--- config.mk ---
export PLATFORM = sky130hd
export DESIGN_NAME = binary_min_heap_queue_flat
export DESIGN_NICKNAME = d
export VERILOG_FILES = /design/src/rtl/core/bhq_pkg.sv /design/src/rtl/core/bhq_cmd_if.sv /design/src/rtl/core/bhq_res_if.sv /design/src/rtl/core/bhq_cell.sv /design/src/rtl/core/binary_min_heap_queue.sv /design/src/flat_wrapper.sv
export SDC_FILE = /design/constraint.sdc
export NUM_CORES = 2
export LEC_CHECK = 0
export ABC_AREA = 1
export BUFFER_PORTS_ARGS = -buffer_cell sky130_fd_sc_hd__buf_2
export CORE_ASPECT_RATIO = 0.75
export CORE_UTILIZATION = 50
export DETAILED_ROUTE_END_ITERATION = 12
export PLACE_DENSITY = 0.66
export RECOVER_POWER = 100
export SETUP_SLACK_MARGIN = 0.15
export SYNTH_ARGS = -nofsm -noshare
export SYNTH_HDL_FRONTEND = slang
export SYNTH_SLANG_ARGS = --single-unit
--- constraint.sdc ---
create_clock -name clk -period 9.05 [get_ports clk]
set_clock_uncertainty 0.1 [all_clocks]
set_input_delay 1.81 -clock clk [delete_from_list [all_inputs] [get_ports clk]]
set_output_delay 1.81 -clock clk [all_outputs]
set_load 0.005 [all_outputs]
--- src/rtl/core/bhq_pkg.sv ---
`timescale 1ns / 1ps
`default_nettype none
// ----------------------------------------------------------------------------
// Min-heap queue package
// Codes and control types shared by the queue top level and its cells.
// ----------------------------------------------------------------------------
package bhq_pkg;

  localparam logic KIND_INSERT = 1'b0;
  localparam logic KIND_REMOVE = 1'b1;

  localparam logic [1:0] STATUS_OK         = 2'd0;
  localparam logic [1:0] STATUS_FULL       = 2'd1;
  localparam logic [1:0] STATUS_EMPTY      = 2'd2;

  typedef struct packed {
    logic do_insert;
    logic do_remove;
  } cell_ctrl_t;

endpackage
`default_nettype wire

--- src/rtl/core/bhq_cmd_if.sv ---
`timescale 1ns / 1ps
`default_nettype none
// ----------------------------------------------------------------------------
// Command channel
// Carries one insert or remove item with a valid/ready handshake.
// ----------------------------------------------------------------------------
interface bhq_cmd_if;
  logic               valid;
  logic               ready;
  logic               kind;
  logic signed [31:0] value;

  modport source (output valid, output kind, output value, input ready);
  modport sink   (input valid, input kind, input value, output ready);
endinterface
`default_nettype wire

--- src/rtl/core/bhq_res_if.sv ---
`timescale 1ns / 1ps
`default_nettype none
// ----------------------------------------------------------------------------
// Result channel
// Carries one result item per command with a valid/ready handshake.
// ----------------------------------------------------------------------------
interface bhq_res_if;
  logic               valid;
  logic               ready;
  logic signed [31:0] removed_value;
  logic signed [31:0] smallest;
  logic        [5:0]  count;
  logic        [1:0]  status;

  modport source (output valid, output removed_value, output smallest,
                  output count, output status, input ready);
  modport sink   (input valid, input removed_value, input smallest,
                  input count, input status, output ready);
endinterface
`default_nettype wire

--- src/rtl/core/bhq_cell.sv ---
`timescale 1ns / 1ps
`default_nettype none
// ----------------------------------------------------------------------------
// Queue cell
// Holds one entry of the sorted row and trades entries with its neighbors.
// ----------------------------------------------------------------------------
module bhq_cell #(
  parameter int VALUE_WIDTH = 32
) (
  input  wire                            clk,
  input  bhq_pkg::cell_ctrl_t            ctrl,
  input  wire                            occupied,
  input  wire signed [VALUE_WIDTH-1:0]   ins_value,
  input  wire signed [VALUE_WIDTH-1:0]   left_value,
  input  wire                            left_keep,
  input  wire signed [VALUE_WIDTH-1:0]   right_value,
  output logic signed [VALUE_WIDTH-1:0]  value,
  output logic                           keep
);

  logic signed [VALUE_WIDTH-1:0] value_next;

  assign keep = occupied && (value <= ins_value);

  always_comb begin
    value_next = value;
    if (ctrl.do_insert) begin
      if (!keep) begin
        value_next = left_keep ? ins_value : left_value;
      end
    end else if (ctrl.do_remove) begin
      value_next = right_value;
    end
  end

  always_ff @(posedge clk) begin
    value <= value_next;
  end

endmodule
`default_nettype wire

--- src/rtl/core/binary_min_heap_queue.sv ---
`timescale 1ns / 1ps
`default_nettype none
// ----------------------------------------------------------------------------
// Min priority queue
// Keeps the entries in a row of cells sorted from smallest to largest, so the
// first cell always holds the root of the queue.
// The result item is valid in the cycle after its command is accepted.
// One item per cycle unless results back up; every cell updates in parallel.
// Reset clears the entry count and the result valid flag; entries need no
// clearing, since only occupied cells are ever reported.
// ----------------------------------------------------------------------------
module binary_min_heap_queue #(
  parameter int CAPACITY    = 32,
  parameter int VALUE_WIDTH = 32
) (
  input  wire       clk,
  input  wire       rst,
  bhq_cmd_if.sink   cmd,
  bhq_res_if.source res
);

  localparam int CNT_W = $clog2(CAPACITY + 1);

  logic [CNT_W-1:0]              count;
  logic [CNT_W-1:0]              count_next;
  logic                          res_valid;
  logic signed [31:0]            removed;
  logic [1:0]                    status;
  logic                          accept;
  logic                          full;
  logic                          empty;
  bhq_pkg::cell_ctrl_t           ctrl;
  logic signed [VALUE_WIDTH-1:0] ins_value;
  logic signed [VALUE_WIDTH-1:0] cell_value [CAPACITY];
  logic                          cell_keep  [CAPACITY];

  assign full      = (count == CNT_W'(CAPACITY));
  assign empty     = (count == '0);
  assign cmd.ready = !res_valid || res.ready;
  assign accept    = cmd.valid && cmd.ready;
  assign ins_value = VALUE_WIDTH'(cmd.value);

  always_comb begin
    ctrl.do_insert = accept && (cmd.kind == bhq_pkg::KIND_INSERT) && !full;
    ctrl.do_remove = accept && (cmd.kind == bhq_pkg::KIND_REMOVE) && !empty;
  end

  for (genvar i = 0; i < CAPACITY; i++) begin : g_cell
    logic                          occupied;
    logic signed [VALUE_WIDTH-1:0] left_value;
    logic                          left_keep;
    logic signed [VALUE_WIDTH-1:0] right_value;

    assign occupied = (count > CNT_W'(i));

    if (i == 0) begin : g_first
      assign left_value = ins_value;
      assign left_keep  = 1'b1;
    end else begin : g_inner
      assign left_value = cell_value[i-1];
      assign left_keep  = cell_keep[i-1];
    end

    if (i == CAPACITY - 1) begin : g_last
      assign right_value = cell_value[i];
    end else begin : g_body
      assign right_value = cell_value[i+1];
    end

    bhq_cell #(
      .VALUE_WIDTH(VALUE_WIDTH)
    ) u_cell (
      .clk        (clk),
      .ctrl       (ctrl),
      .occupied   (occupied),
      .ins_value  (ins_value),
      .left_value (left_value),
      .left_keep  (left_keep),
      .right_value(right_value),
      .value      (cell_value[i]),
      .keep       (cell_keep[i])
    );
  end

  always_comb begin
    count_next = count;
    if (ctrl.do_insert) begin
      count_next = count + CNT_W'(1);
    end else if (ctrl.do_remove) begin
      count_next = count - CNT_W'(1);
    end
  end

  always_ff @(posedge clk) begin
    if (rst) begin
      count     <= '0;
      res_valid <= 1'b0;
    end else begin
      count <= count_next;
      if (accept) begin
        res_valid <= 1'b1;
      end else if (res.ready) begin
        res_valid <= 1'b0;
      end
    end
  end

  always_ff @(posedge clk) begin
    if (accept) begin
      removed <= ctrl.do_remove ? 32'(cell_value[0]) : 32'sd0;
      if (cmd.kind == bhq_pkg::KIND_INSERT) begin
        status <= full ? bhq_pkg::STATUS_FULL : bhq_pkg::STATUS_OK;
      end else begin
        status <= empty ? bhq_pkg::STATUS_EMPTY : bhq_pkg::STATUS_OK;
      end
    end
  end

  assign res.valid         = res_valid;
  assign res.removed_value = removed;
  assign res.smallest      = empty ? 32'sd0 : 32'(cell_value[0]);
  assign res.count         = 6'(count);
  assign res.status        = status;

  a_result_follows: assert property (@(posedge clk) disable iff (rst)
    accept |=> res_valid)
    else $error("Accepted item produced no result.");

  a_count_bound: assert property (@(posedge clk) disable iff (rst)
    count <= CNT_W'(CAPACITY))
    else $error("Entry count above capacity.");

  a_full_status: assert property (@(posedge clk) disable iff (rst)
    (res_valid && status == bhq_pkg::STATUS_FULL) |-> full)
    else $error("Insert rejected while space remained.");

  a_empty_status: assert property (@(posedge clk) disable iff (rst)
    (res_valid && status == bhq_pkg::STATUS_EMPTY) |-> empty)
    else $error("Remove rejected while entries remained.");

  a_root_order: assert property (@(posedge clk) disable iff (rst)
    (count >= CNT_W'(2)) |-> (cell_value[0] <= cell_value[1]))
    else $error("Root is not the smallest entry.");

endmodule
`default_nettype wire
--- src/flat_wrapper.sv ---
// flat-port wrapper written by rule: the top's interface ports become plain ports
module binary_min_heap_queue_flat 
#(
  parameter int CAPACITY    = 32,
  parameter int VALUE_WIDTH = 32
)
  (clk, rst, cmd_valid, cmd_kind, cmd_value, cmd_ready, res_valid, res_removed_value, res_smallest, res_count, res_status, res_ready);
  bhq_cmd_if cmd_i ();
  bhq_res_if res_i ();
  input  wire clk;
  input  wire rst;
  input wire logic [$bits(cmd_i.valid)-1:0] cmd_valid;
  input wire logic [$bits(cmd_i.kind)-1:0] cmd_kind;
  input wire logic [$bits(cmd_i.value)-1:0] cmd_value;
  output wire logic [$bits(cmd_i.ready)-1:0] cmd_ready;
  output wire logic [$bits(res_i.valid)-1:0] res_valid;
  output wire logic [$bits(res_i.removed_value)-1:0] res_removed_value;
  output wire logic [$bits(res_i.smallest)-1:0] res_smallest;
  output wire logic [$bits(res_i.count)-1:0] res_count;
  output wire logic [$bits(res_i.status)-1:0] res_status;
  input wire logic [$bits(res_i.ready)-1:0] res_ready;
  assign cmd_i.valid = cmd_valid;
  assign cmd_i.kind = cmd_kind;
  assign cmd_i.value = cmd_value;
  assign cmd_ready = cmd_i.ready;
  assign res_valid = res_i.valid;
  assign res_removed_value = res_i.removed_value;
  assign res_smallest = res_i.smallest;
  assign res_count = res_i.count;
  assign res_status = res_i.status;
  assign res_i.ready = res_ready;
  binary_min_heap_queue #(.CAPACITY(CAPACITY), .VALUE_WIDTH(VALUE_WIDTH)) u_core (.clk(clk), .rst(rst), .cmd(cmd_i), .res(res_i));
endmodule
==> results.ini <==
[run_status]
status=finished, violations left
violations=capacitance limit, slew limit

[timing]
finalCritPeriodShare_pct=83.42
setup_viol=0
clock.fmax_ghz=0.1325
period_minus_slack_ns=7.549
hold_viol_final=0
rsz0062_at_grt=no
whs_ns=0.4190
maxSlewViolCount=602
maxSlewHeadroom_pct=-129.4
setup_tns_ns=0
worstMarginPinSlew_ns=3.442

[clocking]
cts_setup_buffers=0
clk_latency_ns=0.80
cts_tree=done
cts.sinks=1065
cts_hold_buf=0
htreeDepth=4
post_cts_resized=0
cts_root_buffer=clkbuf_16
cts_buffer_depth=3
clk_pin_slew_ns=0.06
numCtsBuffers=130

[floorplanning]
num_rows=130
core_region_area_sq_um=167900
pin_count=111
fp.dieW_um=477.4
initial_core_util_pct=50.48
die_area_sq_um=171200
die_h_um=358.5

[critical_path]
worst-path-stages=19
startpoint=cmd_value[10]
r2r_start=u_core.res.count[1]
cp_common_cell=nand2_1
worstPathRequired_ns=9.50
cp_slowest_stage_delay_ns=1.43
critPathBufInv=6
crit_path_start_kind=input pin
r2r_cells=9
crit_slowest_cell=clkinvlp_2
end_kind=flip-flop
cp.arrival_ns=8.00
crit_type=in2reg
worstPathCellList=clkbuf_1 -> clkinvlp_2 -> clkbuf_1 -> ha_1 -> nand2_1 -> nor2_1 -> nand2_1 -> inv_1 -> nand2_1 -> nand2_1 -> nand2_1 -> nand3_1 -> nand3_1 -> buf_4 -> nand2_1 -> clkbuf_1 -> nand2_1 -> nand3_1 -> nand2_1
crit_family=buffers and inverters
cp_max_fo=33

[logic_synthesis]
synth_ff_type=edfxtp_1
yosysMostFrequentCell=nand2_1
synth-edff-count=1058
netlist_instances=11500
synth_mux_area_share_pct=0
synth_fa_ha_area_share_pct=15.16
ys_ff_latch=1065
synthSimpleGateAreaFrac_pct=33.34
synth_xor_area_share_pct=0.01034
synth_top_family_by_area=simple AND/OR/NAND/NOR gates
synthArstFlopShare_pct=0
synth_common_cells=nand2_1 (4216), nand3_1 (2046), inv_1 (1310), edfxtp_1 (1058), ha_1 (1027)
syn-cell-area_sq_um=84740
syn_area_per_cell_sq_um=7.366
synthTopCellsByArea=edfxtp_1 (37%), nand2_1 (19%), ha_1 (15%), nand3_1 (12%), inv_1 (5.8%)
syn-num-nets=12570
synth.distinct_cells=48
yosysTopAreaCell=edfxtp_1
synth_top_area_share_pct=37.49
ys_warn_count=0
synth-compound-area-share_pct=4.800
synth_seq_area_share_pct=37.66

[drt]
wl_um=283700
drc_errors=0
num_vias=80550
wire_per_inst_um=20.78
drtIter0Drc=9127
dr.pass1.iters=6
routed_via_density=5.902
ant_nets=0

[placed_design]
port_buffers=110
dp_hpwl_um=200400
gp_congestion=0.9132
placed_cell_area_sq_um=87700
dp_cells=13430

[finish]
seq_area_sq_um=31910
utilization_pct=54.49
fin_cells=13650
fin_area_sq_um=91480
nets=12380
multi_input_area_sq_um=45620
area_growth_pct=7.946
diodes=0
fillers=16130
drive_above_1_share_pct=4.603

[hold_path]
hp-class=reg2reg
hold_depth=2
hp-start=u_core.res.valid

[global_routing]
grt_pass1_wl_um=439500
grt_pass1_vias=76310
overflow=0
grt_use_total_pct=32.45
grt_max_degree=225
antenna_found_initial=5

[power]
p_leak_nw=46.31
power_density_nw_per_um2=216.9
ir_worst_vdd_uv=220.4

[run]
cap_violations=15

[cell type report]
class	count	area share, %
clock inverter	59	0.5252
tap	2244	3.069
sequential	1065	34.88
inverter	1328	5.503
clock buffer	164	3.846
multi-input combinational	8491	49.87
timing repair buffer	298	2.302
[report_power, final]
group / internal (mW) / total (mW) / switching, mW
clock network: 2.90 / 5.20 / 2.30
registers: 6.74 / 7.68 / 0.940
logic: 2.16 / 6.96 / 4.80
[per-stage QoR]
stage / worst slack (ns) / power [mW]
6_report: 1.501 / 19.84
5_1_grt: 1.360 / 20.97
4_1_cts: 2.985 / 19.71
3_5_place_dp: 2.425 / 14.53
3_3_place_gp: 2.548 / 14.30
2_1_floorplan: 2.560 / 12.17
[logic make-up after synthesis]
family          count (synthesis)
compound gates                731
xor+xnor                        1
fa+ha+maj                    1027
buf+inv                      1948
flops                        1065
simple gates                 6732
[worst register-to-register path, delay by kind of cell, from the launching register on]
kind / cells / cell delay (ns)
DFF: 1 / 0.52
AOI/OAI and AO/OA: 1 / 1.98
adders and majority gates: 1 / 0.44
buffers and inverters: 4 / 3.54
and+or+nand+nor: 3 / 0.23
[final timing paths]
kind	to	slack, ns
max	u_core.g_cell[20].u_cell.value[25]	1.50
min	u_core.res.valid	0.42
max reg2reg	u_core.g_cell[0].u_cell.value[23]	1.78
min reg2reg	u_core.res.valid	0.42
[registers in the layout (all words and copies together), names as in the netlist]
name                        cells
u_core.g_cell.u_cell.value   1024
u_core.res.removed_value       32
u_core.res.count                6
u_core.res.status               2
u_core.res.valid                1
[cell usage in the layout (no fill, tap or decap), drive strengths merged, types with 3 or more instances in the layout]
| master | netlist | layout |
|---|---|---|
| a21o | 38 | 38 |
| a21oi | 458 | 458 |
| a31oi | 33 | 33 |
| buf | 286 | 239 |
| bufinv | 0 | 5 |
| clkbuf | 334 | 223 |
| clkinv | 2 | 78 |
| clkinvlp | 0 | 3 |
| dfxtp | 7 | 7 |
| edfxtp | 1058 | 1058 |
| ha | 1027 | 1027 |
| inv | 1326 | 1301 |
| nand2 | 4225 | 4225 |
| nand3 | 2058 | 2058 |
| nand3b | 3 | 3 |
| nand4 | 76 | 76 |
| nor2 | 346 | 346 |
| nor3 | 8 | 8 |
| nor4 | 11 | 11 |
| o211ai | 3 | 3 |
| o21a | 66 | 66 |
| o21ai | 118 | 118 |
| o21bai | 7 | 7 |
| o32ai | 3 | 3 |
[metal layers]
metal | part of all wire, % | GRT usage, %
met5 | 0.029 | 0
met4 | 2.7 | 9.452
met3 | 11 | 7.222
met2 | 43 | 48.51
met1 | 44 | 46.78
Power figures use the tool's default switching activity.
